<file path="src/hdl/qte_pkg.sv">
// Shared types, constants and angle table for the quaternion to Euler converter.
`timescale 1ns / 1ps
package qte_pkg;

  localparam int CORDIC_STAGES       = 16;  // vectoring iterations, 8..24
  localparam int ANGLE_FRACTION_BITS = 7;   // output fraction bits, 4..12
  localparam int TABLE_FRAC          = 24;  // fraction bits of the angle table
  localparam int ROUND_SH            = TABLE_FRAC - ANGLE_FRACTION_BITS;

  localparam int OP_W    = 35;  // sums of products, Q.28, with headroom
  localparam int S_W     = 30;  // clamped asin argument, +-2^28
  localparam int ROOT_W  = 58;  // square-root remainder and root accumulator
  localparam int ROOT_N  = 29;  // root digits for a 57-bit radicand
  localparam int VEC_W   = 37;  // CORDIC x/y, covers gain and pre-rotation
  localparam int ANG_W   = 34;  // degrees * 2^24 accumulator
  localparam int IDX_W   = 5;   // CORDIC stage index
  localparam int SHR_W   = 6;   // root digit position

  localparam logic signed [ANG_W-1:0] DEG90 = ANG_W'(64'sd1509949440);

  typedef logic signed [OP_W-1:0]  op_t;
  typedef logic signed [VEC_W-1:0] vec_t;
  typedef logic signed [ANG_W-1:0] ang_t;

  // vector in flight through a CORDIC cell
  typedef struct packed {
    vec_t x;
    vec_t y;
    ang_t z;
    logic zero;
  } cvec_t;

  // operands that ride along the square-root chain
  typedef struct packed {
    op_t              roll_x;
    op_t              roll_y;
    op_t              yaw_x;
    op_t              yaw_y;
    logic signed [S_W-1:0] s;
    logic             flag;
  } side_t;

  // atan(2^-i) in degrees * 2^24, rounded to nearest
  function automatic ang_t atan_deg(input logic [IDX_W-1:0] i);
    ang_t a;
    case (i)
      5'd0:  a = ANG_W'(64'sd754974720);
      5'd1:  a = ANG_W'(64'sd445687602);
      5'd2:  a = ANG_W'(64'sd235489088);
      5'd3:  a = ANG_W'(64'sd119537938);
      5'd4:  a = ANG_W'(64'sd60000934);
      5'd5:  a = ANG_W'(64'sd30029717);
      5'd6:  a = ANG_W'(64'sd15018523);
      5'd7:  a = ANG_W'(64'sd7509720);
      5'd8:  a = ANG_W'(64'sd3754917);
      5'd9:  a = ANG_W'(64'sd1877466);
      5'd10: a = ANG_W'(64'sd938734);
      5'd11: a = ANG_W'(64'sd469367);
      5'd12: a = ANG_W'(64'sd234684);
      5'd13: a = ANG_W'(64'sd117342);
      5'd14: a = ANG_W'(64'sd58671);
      5'd15: a = ANG_W'(64'sd29335);
      5'd16: a = ANG_W'(64'sd14668);
      5'd17: a = ANG_W'(64'sd7334);
      5'd18: a = ANG_W'(64'sd3667);
      5'd19: a = ANG_W'(64'sd1833);
      5'd20: a = ANG_W'(64'sd917);
      5'd21: a = ANG_W'(64'sd458);
      5'd22: a = ANG_W'(64'sd229);
      5'd23: a = ANG_W'(64'sd115);
      default: a = '0;
    endcase
    return a;
  endfunction

  // quadrant pre-rotation into the right half plane; (0,0) is marked
  function automatic cvec_t pre_rotate(input op_t x, input op_t y);
    cvec_t v;
    v.zero = (x == '0) && (y == '0);
    if (x < 0) begin
      if (y >= 0) begin
        v.x = VEC_W'(y);
        v.y = -VEC_W'(x);
        v.z = DEG90;
      end else begin
        v.x = -VEC_W'(y);
        v.y = VEC_W'(x);
        v.z = -DEG90;
      end
    end else begin
      v.x = VEC_W'(x);
      v.y = VEC_W'(y);
      v.z = '0;
    end
    return v;
  endfunction

endpackage

</file>
<file path="src/hdl/qte_cordic_cell.sv">
// One CORDIC vectoring iteration, registered.
`timescale 1ns / 1ps
module qte_cordic_cell
  import qte_pkg::*;
(
  input  logic             clk_i,
  input  logic             en_i,
  input  logic [IDX_W-1:0] stage_i,
  input  cvec_t            vec_i,
  output cvec_t            vec_o
);

  vec_t  dx, dy;
  ang_t  a;
  cvec_t vec_d;

  always_comb begin
    dx = vec_i.x >>> stage_i;
    dy = vec_i.y >>> stage_i;
    a  = atan_deg(stage_i);
    vec_d.zero = vec_i.zero;
    if (!vec_i.y[VEC_W-1]) begin
      vec_d.x = vec_i.x + dy;
      vec_d.y = vec_i.y - dx;
      vec_d.z = vec_i.z + a;
    end else begin
      vec_d.x = vec_i.x - dy;
      vec_d.y = vec_i.y + dx;
      vec_d.z = vec_i.z - a;
    end
  end

  always_ff @(posedge clk_i) begin
    if (en_i) begin
      vec_o <= vec_d;
    end
  end

endmodule

</file>
<file path="config.mk">
export PLATFORM = sky130hd
export DESIGN_NAME = qte_cordic_cell
export DESIGN_NICKNAME = d
export VERILOG_FILES = /design/src/hdl/qte_pkg.sv /design/src/hdl/qte_cordic_cell.sv
export SDC_FILE = /design/constraint.sdc
export NUM_CORES = 1
export LEC_CHECK = 0
export BUFFER_PORTS_ARGS = -buffer_cell sky130_fd_sc_hd__buf_4
export CAP_MARGIN = 15
export CORE_ASPECT_RATIO = 1.2
export CORE_UTILIZATION = 30
export CTS_CLUSTER_DIAMETER = 120
export DETAILED_ROUTE_END_ITERATION = 10
export PLACE_DENSITY_LB_ADDON = 0.12
export REMOVE_ABC_BUFFERS = 1
export SLEW_MARGIN = 20
export SYNTH_ARGS = -nofsm -noshare
export SYNTH_HDL_FRONTEND = slang
export SYNTH_SLANG_ARGS = --single-unit
</file>
<file path="constraint.sdc">
create_clock -name clk_i -period 6.8 [get_ports clk_i]
set_clock_uncertainty 0.1 [all_clocks]
set_input_delay 0.34 -clock clk_i [delete_from_list [all_inputs] [get_ports clk_i]]
set_output_delay 0.34 -clock clk_i [all_outputs]
set_load 0.01 [all_outputs]
</file>
# Yosys cells after proc, flatten, opt, wreduce, memory -nomap -nowiden
# Memory sizes are Yosys's and may differ from the RTL's.
# Cells that the tools add are included.
# Widths: inputs -> output; s select.
# word_totals
n_memories	1
latch_bits	0
input_bits	116
elab_cells	14
romBits	960
register_bits	109
ram_bits	0
# op_classes
order_cmp	0
n_reduce_logical	0
shifts	2
div	0
mul	0
bitwise	0
eq_ne	0
add_sub_neg	6
n_mux	1
# memory_table
memory	depth	word_bits	read_ports	rd_clocked_by_memory_dff	wr	line_no	text
(name not given)	32	30	1	0	0	qte_pkg.sv:46	case (i)
# op_table
cell	count
$mux 108	1
$add 37x37->37	2
$sshr 37x5->37	2
$sub 37x37->37	2
$add 34x34->34	1
$sub 34x34->34	1

# Longest topological paths before layout
# logic_depth
depth_word	3
mapped_depth	30
ltp_nobuf	24

# Worst setup path after synthesis
# No wires, ideal clock.
# synth_path
kind	in2reg
from	input port stage_i[0]
to	register vec_o[107] (netlist name) (data pin)
setup_slack_ns	0.852
arrival_time_ns	5.567
path_stages	23
t_required_ns	6.419
path_cell_list	buf_6 buf_8 inv_2 buf_1 mux4_2 a211oi_2 ha_1 and3_1 and4bb_4 nand4_2 nor2_1 nand2_1 o211ai_1 ha_1 and4_1 a221oi_1 o21ai_0 a21o_1 a21oi_1 o21ai_0 a41o_1 o41ai_1 o211ai_1
# synth_rtl
element	line_no	text
from (decl)	qte_cordic_cell.sv:8	input logic [IDX_W-1:0] stage_i,
to (signal assigned)	qte_cordic_cell.sv:35	vec_o <= vec_d;
to (decl)	qte_cordic_cell.sv:10	output cvec_t vec_o

==> metrics.yaml <==
status: "completed"
slew_headroom_pct: 34.5
yosys-top-cells-area: "sky130_fd_sc_hd__edfxtp_1 19%, sky130_fd_sc_hd__mux4_2 13%, sky130_fd_sc_hd__ha_1 8.4%"
p_leak_nw: 8.46
detailedPlace.worstSlack_ps: 174
tritoncts_clock_tree: "done"
grt_setup_unrepaired: "false"
layout.cells.non_filler: 2947
die_area_sq_mm: 0.0595
drive_above_1_share_pct: 26.2
portBuffers: 224
final_min_period_over_clock_period_pct: 92.4
cts_buffer_depth: 2
cts_setup_buffers: 0
commonest_cells_after_routing_fill_and_taps_aside: "361 x sky130_fd_sc_hd__buf_4, 167 x sky130_fd_sc_hd__nor2_1, 157 x sky130_fd_sc_hd__a21oi_1"
largest_reg_flops: 109
grt_first_pass_wirelength_um: 109000
design.core.area_sq_mm: 0.0575
finalWeightedCongestion: 0.914
design.portCount: 225
initialDrtViolationCount: 1459
timing_hold_violations_final: 0
post-route-drc-count: 0
final_nets: 2444
std_cell_rows: 96
yosys_register_bits: 109
die_h_um: 267
worstHoldPathType: "input port to register"
die_w_um: 223
total_negative_setup_slacks_ps: 0
fill_cells: 5888
synth-main-ff-cell: "sky130_fd_sc_hd__edfxtp_1"
drt-vias-per-instance: 5.89
cp-startpoint: "stage_i[0]"
reg_top3: "vec_o x109"
cts_root_buf: "sky130_fd_sc_hd__clkbuf_16"
instance_area_at_placement_sq_mm: 0.0207
critPathKind: "input port to register"
gr-total-overflow: 0
totalPowerFinal_mw: 4.18
number_of_synthesized_flops_with_an_enable_pin: 109
timing.final.max_slew_violations: 0
grt_start_max_net_pins: 64
finalWorstPathRequiredPeriod_ps: 6280
antennaDiodeCount: 0
final_critical_path_setup_slack_ps: 520
top_register: "vec_o"
p_per_area_mw_per_mm2: 199
async_reset_ff_share_pct: 0
post_synth_instance_area_sq_mm: 0.0175
area_delta_synth_final_pct: 19.6
ys_warn_count: 0
initial_standard_cell_utilization_of_the_core_pct: 30.5
crit_required_ps: 6850
route.vias.total: 17361
synthDominantCellAreaShare_pct: 18.7
fmax_ghz: 0.159
numClockSinks: 109
antenna_violating_nets_post_route: 0
worstMarginPinSlew_ps: 981
syn_inst: 1942
layout.cell_area.non_filler_sq_mm: 0.0210
max_cap_viol_count: 0
post_synth.cell_area_avg_sq_um: 9.04
setup_viol_count_final: 0
worst_ir_drop_vdd_uv: 101
timing.critical_path.arrival_ps: 6330
endpoint: "vec_o[71]$_DFFE_PP_"
dr.pass1.iters: 6
startpoint_type: "input port"
critical_path_peak_fanout: 47
crit_path_end_kind: "register"
layout_commonest_cell: "sky130_fd_sc_hd__buf_4"
synth.largest_area_cell: "sky130_fd_sc_hd__edfxtp_1"
synth_cell_type_count: 98
cts_h_tree_depth: 3
synth.yosys.seq_area_share_pct: 18.7
place_hpwl_um: 59600
gr-usage-all-layers_pct: 24.5
antenna_found_initial: 0
min_from: "vec_i[36]"
grt_pass1_vias: 17358
placedCellCount: 2930
routed_wire_length_per_instance_um: 25.1
cts_inserted_buffers: 9
clk_pin_slew_ps: 80
finalWirelength_um: 74000
worst max-delay path, stage by stage:
cell                        delay (ps)
sky130_fd_sc_hd__buf_6             410
sky130_fd_sc_hd__mux4_2            600
sky130_fd_sc_hd__mux2i_1           400
sky130_fd_sc_hd__o22ai_1           170
sky130_fd_sc_hd__a221o_1           350
sky130_fd_sc_hd__inv_1             110
sky130_fd_sc_hd__ha_1              210
sky130_fd_sc_hd__inv_1              60
sky130_fd_sc_hd__or3b_4            420
sky130_fd_sc_hd__o21ai_0           200
sky130_fd_sc_hd__xor2_1            100
sky130_fd_sc_hd__ha_1              230
sky130_fd_sc_hd__a2111oi_0         420
sky130_fd_sc_hd__o21ai_0           290
sky130_fd_sc_hd__a31oi_1           300
sky130_fd_sc_hd__o21ai_0           210
sky130_fd_sc_hd__a21oi_1           350
sky130_fd_sc_hd__or3_1             200
sky130_fd_sc_hd__a31oi_1           120
sky130_fd_sc_hd__o41ai_1           460
sky130_fd_sc_hd__o21ai_0           190
sky130_fd_sc_hd__xnor2_1           150
report_power, final:
part | internal (mW) | total, mW | switching (mW) | leakage, nW
clock | 0.287 | 0.579 | 0.292 | 0.138
combinational | 1.14 | 2.54 | 1.40 | 7.26
sequential | 1.00 | 1.06 | 0.0585 | 1.07
cells in the mapped netlist (28+ instances only):
| cell | number |
|---|---|
| sky130_fd_sc_hd__nor2b_1 | 29 |
| sky130_fd_sc_hd__ha_1 | 118 |
| sky130_fd_sc_hd__o22ai_1 | 28 |
| sky130_fd_sc_hd__nand3_1 | 37 |
| sky130_fd_sc_hd__nand2b_1 | 29 |
| sky130_fd_sc_hd__mux2_2 | 50 |
| sky130_fd_sc_hd__inv_1 | 57 |
| sky130_fd_sc_hd__clkbuf_1 | 45 |
| sky130_fd_sc_hd__mux4_2 | 102 |
| sky130_fd_sc_hd__a21o_1 | 40 |
| sky130_fd_sc_hd__nand2_1 | 135 |
| sky130_fd_sc_hd__edfxtp_1 | 109 |
| sky130_fd_sc_hd__buf_2 | 31 |
| sky130_fd_sc_hd__a21oi_1 | 157 |
| sky130_fd_sc_hd__xor2_1 | 53 |
| sky130_fd_sc_hd__xnor2_1 | 118 |
| sky130_fd_sc_hd__a31oi_1 | 33 |
| sky130_fd_sc_hd__mux2i_1 | 59 |
| sky130_fd_sc_hd__o21ai_0 | 108 |
| sky130_fd_sc_hd__nor2_1 | 168 |
| sky130_fd_sc_hd__nor3_1 | 35 |
per-stage QoR:
| stage | utilization, % | hold slack [ps] |
|---|---|---|
| 6_report | 36.5 | 227 |
| 5_1_grt | 36.5 | 223 |
| 4_1_cts | 36.5 | 208 |
| 3_5_place_dp | 35.9 | 420 |
| 3_3_place_gp | 35.9 | 418 |
| 2_1_floorplan | - | 339 |
metal layers:
layer	part of all wire [%]	vias up	track usage, %
met5	0	-	0
met4	3.8	0	9.67
met3	5.5	112	4.16
met2	50	633	43.6
met1	41	8569	29.0
li1	-	8047	-
cell families (layout without fill, tap and decap cells):
logic type,count (synthesis),count (layout),synth area share [%]
AND/OR/NAND/NOR,526,526,14.8
AO/OA/AOI/OAI,617,617,23.7
buffers and inverters,172,442,4.65
XOR/XNOR,172,172,8.63
flip-flops,109,109,18.7
multiplexers,225,225,20.8
adder cells (fa/ha/maj),121,121,8.76
worst min path at each step:
stage | slack [ps] | cells past startpoint | endpoint
3_3_place_gp | 420 | 1 | vec_o[0]$_DFFE_PP_
4_1_cts | 210 | 2 | vec_o[36]$_DFFE_PP_
6_report | 230 | 2 | vec_o[36]$_DFFE_PP_
2_1_floorplan | 340 | 0 | vec_o[0]$_DFFE_PP_
5_1_grt | 220 | 2 | vec_o[36]$_DFFE_PP_
3_5_place_dp | 420 | 1 | vec_o[0]$_DFFE_PP_
area by class of cell:
class	instances	area (sq um)	area share (%)
multi-input cells	1661	13500	64.1
inverters	59	221	1.06
clock buffers	9	225	1.07
clock inverters	7	75.1	0.358
flip-flops and latches	109	3270	15.6
well taps	735	920	4.38
repair buffers	367	2810	13.4
what timing repair did:
action,in CTS,in global routing
endpoints found under the hold margin,1,0
hold buffers,1,0
gates resized for setup,0,0
(Power assumes the default switching activity.)
