[config.mk]
export PLATFORM = sky130hd
export DESIGN_NAME = qte_sqrt_cell
export DESIGN_NICKNAME = d
export VERILOG_FILES = /design/src/hdl/qte_pkg.sv /design/src/hdl/qte_sqrt_cell.sv
export SDC_FILE = /design/constraint.sdc
export NUM_CORES = 1
export LEC_CHECK = 0
export BUFFER_PORTS_ARGS = -buffer_cell sky130_fd_sc_hd__buf_2
export CORE_ASPECT_RATIO = 1.4
export CORE_MARGIN = 3
export CORE_UTILIZATION = 28
export DETAILED_ROUTE_END_ITERATION = 10
export PLACE_DENSITY = 0.56
export SYNTH_ARGS = -nofsm -noshare
export SYNTH_HDL_FRONTEND = slang
export SYNTH_SLANG_ARGS = --single-unit
[constraint.sdc]
create_clock -name clk_i -period 6.1 [get_ports clk_i]
set_input_delay 0.61 -clock clk_i [delete_from_list [all_inputs] [get_ports clk_i]]
set_output_delay 0.61 -clock clk_i [all_outputs]
set_load 0.05 [all_outputs]
[src/hdl/qte_pkg.sv]
// Shared types, constants and angle table for the quaternion to Euler converter.
`timescale 1ns / 1ps
package qte_pkg;

  localparam int CORDIC_STAGES       = 16;  // vectoring iterations, 8..24
  localparam int ANGLE_FRACTION_BITS = 7;   // output fraction bits, 4..12
  localparam int TABLE_FRAC          = 24;  // fraction bits of the angle table
  localparam int ROUND_SH            = TABLE_FRAC - ANGLE_FRACTION_BITS;

  localparam int OP_W    = 35;  // sums of products, Q.28, with headroom
  localparam int S_W     = 30;  // clamped asin argument, +-2^28
  localparam int ROOT_W  = 58;  // square-root remainder and root accumulator
  localparam int ROOT_N  = 29;  // root digits for a 57-bit radicand
  localparam int VEC_W   = 37;  // CORDIC x/y, covers gain and pre-rotation
  localparam int ANG_W   = 34;  // degrees * 2^24 accumulator
  localparam int IDX_W   = 5;   // CORDIC stage index
  localparam int SHR_W   = 6;   // root digit position

  localparam logic signed [ANG_W-1:0] DEG90 = ANG_W'(64'sd1509949440);

  typedef logic signed [OP_W-1:0]  op_t;
  typedef logic signed [VEC_W-1:0] vec_t;
  typedef logic signed [ANG_W-1:0] ang_t;

  // vector in flight through a CORDIC cell
  typedef struct packed {
    vec_t x;
    vec_t y;
    ang_t z;
    logic zero;
  } cvec_t;

  // operands that ride along the square-root chain
  typedef struct packed {
    op_t              roll_x;
    op_t              roll_y;
    op_t              yaw_x;
    op_t              yaw_y;
    logic signed [S_W-1:0] s;
    logic             flag;
  } side_t;

  // atan(2^-i) in degrees * 2^24, rounded to nearest
  function automatic ang_t atan_deg(input logic [IDX_W-1:0] i);
    ang_t a;
    case (i)
      5'd0:  a = ANG_W'(64'sd754974720);
      5'd1:  a = ANG_W'(64'sd445687602);
      5'd2:  a = ANG_W'(64'sd235489088);
      5'd3:  a = ANG_W'(64'sd119537938);
      5'd4:  a = ANG_W'(64'sd60000934);
      5'd5:  a = ANG_W'(64'sd30029717);
      5'd6:  a = ANG_W'(64'sd15018523);
      5'd7:  a = ANG_W'(64'sd7509720);
      5'd8:  a = ANG_W'(64'sd3754917);
      5'd9:  a = ANG_W'(64'sd1877466);
      5'd10: a = ANG_W'(64'sd938734);
      5'd11: a = ANG_W'(64'sd469367);
      5'd12: a = ANG_W'(64'sd234684);
      5'd13: a = ANG_W'(64'sd117342);
      5'd14: a = ANG_W'(64'sd58671);
      5'd15: a = ANG_W'(64'sd29335);
      5'd16: a = ANG_W'(64'sd14668);
      5'd17: a = ANG_W'(64'sd7334);
      5'd18: a = ANG_W'(64'sd3667);
      5'd19: a = ANG_W'(64'sd1833);
      5'd20: a = ANG_W'(64'sd917);
      5'd21: a = ANG_W'(64'sd458);
      5'd22: a = ANG_W'(64'sd229);
      5'd23: a = ANG_W'(64'sd115);
      default: a = '0;
    endcase
    return a;
  endfunction

  // quadrant pre-rotation into the right half plane; (0,0) is marked
  function automatic cvec_t pre_rotate(input op_t x, input op_t y);
    cvec_t v;
    v.zero = (x == '0) && (y == '0);
    if (x < 0) begin
      if (y >= 0) begin
        v.x = VEC_W'(y);
        v.y = -VEC_W'(x);
        v.z = DEG90;
      end else begin
        v.x = -VEC_W'(y);
        v.y = VEC_W'(x);
        v.z = -DEG90;
      end
    end else begin
      v.x = VEC_W'(x);
      v.y = VEC_W'(y);
      v.z = '0;
    end
    return v;
  endfunction

endpackage

[src/hdl/qte_sqrt_cell.sv]
// One digit of the integer square root, registered, with side operands passed along.
`timescale 1ns / 1ps
module qte_sqrt_cell
  import qte_pkg::*;
(
  input  logic              clk_i,
  input  logic              en_i,
  input  logic [SHR_W-1:0]  pos_i,   // digit weight is 2^pos_i
  input  logic [ROOT_W-1:0] rem_i,
  input  logic [ROOT_W-1:0] root_i,
  input  side_t             side_i,
  output logic [ROOT_W-1:0] rem_o,
  output logic [ROOT_W-1:0] root_o,
  output side_t             side_o
);

  logic [ROOT_W-1:0] bit_w, trial;
  logic [ROOT_W-1:0] rem_d, root_d;

  always_comb begin
    bit_w = ROOT_W'(1) << pos_i;
    trial = root_i + bit_w;
    if (rem_i >= trial) begin
      rem_d  = rem_i - trial;
      root_d = (root_i >> 1) + bit_w;
    end else begin
      rem_d  = rem_i;
      root_d = root_i >> 1;
    end
  end

  always_ff @(posedge clk_i) begin
    if (en_i) begin
      rem_o  <= rem_d;
      root_o <= root_d;
      side_o <= side_i;
    end
  end

endmodule

# ---- Yosys cells after proc, flatten, opt, wreduce, memory -nomap -nowiden
# Cells that the tools add are included.
dict set report totals {
  ram_bits 0
  latchBits 0
  mem_count 0
  reg_bits 287
  elab_cells 16
  rom_bits 0
}
dict set report op_classes {
  reduce_logical 0
  shifts 1
  multipliers 0
  n_addsub 3
  order_cmp 1
  div_mod_pow 0
  n_eq_ne 0
  mux 2
  bitwise 0
}
# operator count
set ops {}
lappend ops {{57-bit by 58-bit adder with 58-bit output} 1}
lappend ops {{58-bit adder} 1}
lappend ops {{58-bit greater-or-equal comparator} 1}
lappend ops {{58-bit 2-to-1 mux} 1}
lappend ops {{1-bit by 6-bit left shift with 58-bit output (first input constant)} 1}
lappend ops {{58-bit subtractor} 1}
lappend ops {{57-bit 2-to-1 mux} 1}

# ---- Longest topological paths before layout
dict set report logic_depth {
  ltp_word 4
  mapped_depth 34
  ltp_nobuf 29
}

# ---- Least setup slack after synthesis
# OpenSTA, ideal clock, no wires.
dict set report synth_timing {
  path_type {input-to-reg}
  from {in pos_i[5]}
  to {reg root_o[57], data pin}
  stages 32
  setup_slack_ns -0.442
  t_required_ns 5.828
  setup_ns 0.272
  t_arrival_ns 6.269
  cell_sequence {buf_2 > clkbuf_1 > nand2b_1 > clkbuf_1 > nor2_1 > ha_1 > clkbuf_1 > a21o_1 > a21o_1 > a21oi_1 > o21bai_1 > a221oi_1 > nor3_1 > nor3_1 > o21a_1 > o21ai_4 > a31oi_1 > xor2_1 > ha_1 > a21o_1 > a21o_1 > a21oi_1 > o21ai_0 > nand2_1 > a21oi_1 > o41ai_1 > o31ai_1 > a21oi_1 > clkbuf_1 > nor3_1 > a311oi_1 > o211ai_1}
}
dict set report synth_between {
  elab_chain_cells 3
}
# element line_no
set synth_rtl {}
lappend synth_rtl {{from (decl)} qte_sqrt_cell.sv:8} ;# input logic [SHR_W-1:0] pos_i,
lappend synth_rtl {{1-bit by 6-bit left shift with 58-bit output *} qte_sqrt_cell.sv:21} ;# bit_w = ROOT_W'(1) << pos_i;
lappend synth_rtl {{58-bit adder} qte_sqrt_cell.sv:22} ;# trial = root_i + bit_w;
lappend synth_rtl {{58-bit greater-or-equal comparator} qte_sqrt_cell.sv:23} ;# if (rem_i >= trial) begin
lappend synth_rtl {{to (signal assigned)} qte_sqrt_cell.sv:35} ;# root_o <= root_d;
lappend synth_rtl {{to (decl)} qte_sqrt_cell.sv:13} ;# output logic [ROOT_W-1:0] root_o,
# Every way passes the cells marked *; elsewhere a longest branch is shown, timed or not.
# A chain may end at the register's enable or synchronous reset.

# ---- Final worst setup path
# Ends and elaborated chain as after synthesis.

==> impl_metrics.csv <==
group,metric,value,unit
drt,firstDrtPassIters,6,
timing,final.hold.worst_slack,0.181,ns
timing,slew_violations,0,
worst_setup_path,cp_data_required_time,6.43,ns
power,pleak,13.3,nW
power,peakVddDrop,203,uV
finish,post_route_cells_drive_above_1_share,39.1,%
logic_synthesis,asyncSetResetFlopFracSynth,0,%
drt,routed_wire_length_per_instance,22.1,um
finish,register_area,8620,um2
clock_network,buffers_from_clock_root_to_sink_at_most,3,
global_route,antenna_found_initial,23,
clock_network,cts_root_buf,"sky130_fd_sc_hd__clkbuf_16",
logic_synthesis,synth.avg_cell_area,9.49,um2
clock_network,tritoncts_num_sinks,287,
worst_setup_path,crit_type,"in2reg",
clock_network,holdBufCountCts,0,
hold_path,worstHoldPathCells,1,
worst_setup_path,end_kind,"flop",
logic_synthesis,synth_warnings,0,
die,i_o_pins,582,
logic_synthesis,most_used_flip_flop_cell_after_synthesis,"sky130_fd_sc_hd__edfxtp_1",
die,fp.dieArea,77100,um2
timing,min_period,5.80,ns
logic_synthesis,synth_sequential_area_ratio,41.8,%
logic_synthesis,synth.ff_latch_count,287,
clock_network,cts_made_buffers,31,
global_route,grt_first_pass_wirelength,131000,um
global_route,globalRouteOverflowTotal,0,
drt,remaining_drc_errors,0,
hold_path,hold_path_startpoint,"side_i[95]",
drt,antenna_left,0,
logic_synthesis,post_synth_instance_area,20600,um2
global_route,number_of_global_route_vias_before_repair,20200,
timing,slew-limit-headroom,32.5,%
placed_design,post-dp-hpwl,76900,um
timing,postLayoutSetupSlackWorst,0.305,ns
logic_synthesis,synth_nets,2626,
logic_synthesis,yosys.cell_types.count,98,
clock_network,tritoncts,"yes",
worst_setup_path,worst_setup_path_start_kind,"input pin",
worst_setup_path,arrival_time_worst_endpoint,6.12,ns
hold_path,hold_path_class,"in2reg",
finish,multiInputGateArea,11800,um2
power,cellPowerDensity,238,nW/um2
finish,syn_to_final_growth,42.9,%
clock_network,htreeDepth,1,
placed_design,buffer_ports.inserted,581,
drt,detail_route.iter0.violations,1488,
global_route,grt_start_max_net_pins,157,
logic_synthesis,syn-instance-count,2174,
worst_setup_path,timing.critical_path.slowest_cell_delay,0.42,ns
finish,final_common_cell,"sky130_fd_sc_hd__buf_2",
finish,most-common-layout-cells,"577 x sky130_fd_sc_hd__buf_2, 465 x sky130_fd_sc_hd__buf_4, 287 x sky130_fd_sc_hd__edfxtp_1, 231 x sky130_fd_sc_hd__a21oi_1, 190 x sky130_fd_sc_hd__nand2_1",
die,initial_utilization,28.3,%
clock_network,clk_pin_slew,0.06,ns
worst_setup_path,critical-path-slowest-cell,"sky130_fd_sc_hd__o41ai_2",
worst_setup_path,worst_setup_path_startpoint,"pos_i[5]",
flow_run,cap_viol_max_count,0,
logic_synthesis,synth-edff-count,287,
die,y_dimension_of_the_die,327,um
timing,timing.final.crit_share,95.0,%
power,finalPower,7.02,mW
die,die_w,235,um
timing,fmaxAchievable,173,MHz
drt,via_per_inst,4.96,
drt,postRouteWirelength,91400,um
placed_design,place.gp.congestion,0.973,
timing,timing_worst_slew_pin_value,1.01,ns
timing,timing.final.setup_violations,0,
finish,post_layout_nets,3596,
drt,via_count,20500,
die,floorplan.rows,117,
timing,report.final.hold_viol_count,0,
die,placeableCoreArea,72900,um2
finish,finish.cell_count_without_fillers,4132,
finish,fillCellCount,7405,
placed_design,dp.cells,4048,
placed_design,preCtsSetupSlack,-0.585,ns
worst_setup_path,critical_path.max_fanout,10,
global_route,global_route.usage.total,22.6,%
status,status,"finished clean",
-- state kept, by name (all words and copies together), names as in the netlist --
name,cells
rem_o,58
side_o,171
root_o,58
-- metal layers --
layer,vias up,routed length (um),global-route usage (%)
li1,10100,-,-
met1,9565,35700,25.8
met2,644,46200,41.3
met3,175,4650,3.75
met4,14,4700,9.69
met5,-,103,0
-- power breakdown --
group	internal (mW)	total [mW]	switching, mW
sequential	2.43	2.50	0.0766
clock	1.15	2.00	0.857
combinational	0.829	2.51	1.68
-- cells by family after synthesis --
family / Yosys count / share of synthesized area [%]
compound gates: 694 / 21.5
simple gates: 679 / 16.0
flops: 287 / 41.8
xor+xnor: 180 / 7.67
buf+inv: 171 / 3.28
fa+ha+maj: 161 / 9.75
mux: 2 / 0.103
-- Yosys cell counts, types with 10 or more instances --
cell / n / area [um2]
sky130_fd_sc_hd__edfxtp_1: 287 / 8620
sky130_fd_sc_hd__a21oi_1: 244 / 1220
sky130_fd_sc_hd__nand2_1: 197 / 739
sky130_fd_sc_hd__nor2_1: 197 / 739
sky130_fd_sc_hd__ha_1: 156 / 1950
sky130_fd_sc_hd__o21ai_0: 121 / 606
sky130_fd_sc_hd__xnor2_1: 113 / 990
sky130_fd_sc_hd__a21o_1: 105 / 788
sky130_fd_sc_hd__clkbuf_1: 90 / 338
sky130_fd_sc_hd__xor2_1: 66 / 578
sky130_fd_sc_hd__nand4_1: 53 / 332
sky130_fd_sc_hd__inv_1: 51 / 191
sky130_fd_sc_hd__nand3_1: 50 / 250
sky130_fd_sc_hd__nor3_1: 42 / 210
sky130_fd_sc_hd__a31oi_1: 28 / 175
sky130_fd_sc_hd__o21bai_1: 27 / 203
sky130_fd_sc_hd__o21a_1: 25 / 188
sky130_fd_sc_hd__nor2b_1: 24 / 150
sky130_fd_sc_hd__nand2b_1: 23 / 144
sky130_fd_sc_hd__buf_2: 22 / 110
sky130_fd_sc_hd__o21ai_1: 18 / 90.1
sky130_fd_sc_hd__and3_1: 15 / 93.8
sky130_fd_sc_hd__or3_1: 13 / 81.3
sky130_fd_sc_hd__a211oi_1: 10 / 75.1
sky130_fd_sc_hd__and2_1: 10 / 62.6
sky130_fd_sc_hd__o31ai_1: 10 / 75.1
-- worst paths after layout --
kind                    endpoint  slack, ns
worst max-delay path  root_o[57]       0.30
worst min-delay path  side_o[95]       0.18
-- critical path, delay by kind of cell --
| kind | cells | cell delay, ns |
|---|---|---|
| AO/OA/AOI/OAI | 17 | 3.36 |
| XOR/XNOR | 1 | 0.18 |
| adder cells (fa/ha/maj) | 2 | 0.53 |
| buffers and inverters | 4 | 0.61 |
| AND/OR/NAND/NOR | 6 | 0.80 |
-- timing repair --
action / 4_1_cts / 5_1_grt
gates resized for setup: 0 / 82
endpoints found under the setup margin: 0 / 116
buffers inserted: 0 / 15
-- metrics by stage --
step | TNS, ns | util [%] | area (um2)
2_1_floorplan | -0.0447 | - | 20800
3_3_place_gp | -45.76 | 38.4 | 28000
3_5_place_dp | -53.90 | 38.4 | 28000
4_1_cts | 0 | 39.8 | 29000
5_1_grt | -0.0302 | 40.4 | 29500
6_report | 0 | 40.5 | 29500
-- final cells by class --
class | count | share of cell area (%)
antenna | 12 | 0.102
clock buffer | 33 | 2.66
clock inverter | 24 | 0.916
inverter | 51 | 0.649
multi-input combinational | 1716 | 40.0
sequential | 287 | 29.2
tap | 952 | 4.04
timing repair buffer | 1057 | 22.5
No activity file was read; power rests on OpenSTA's default activity.
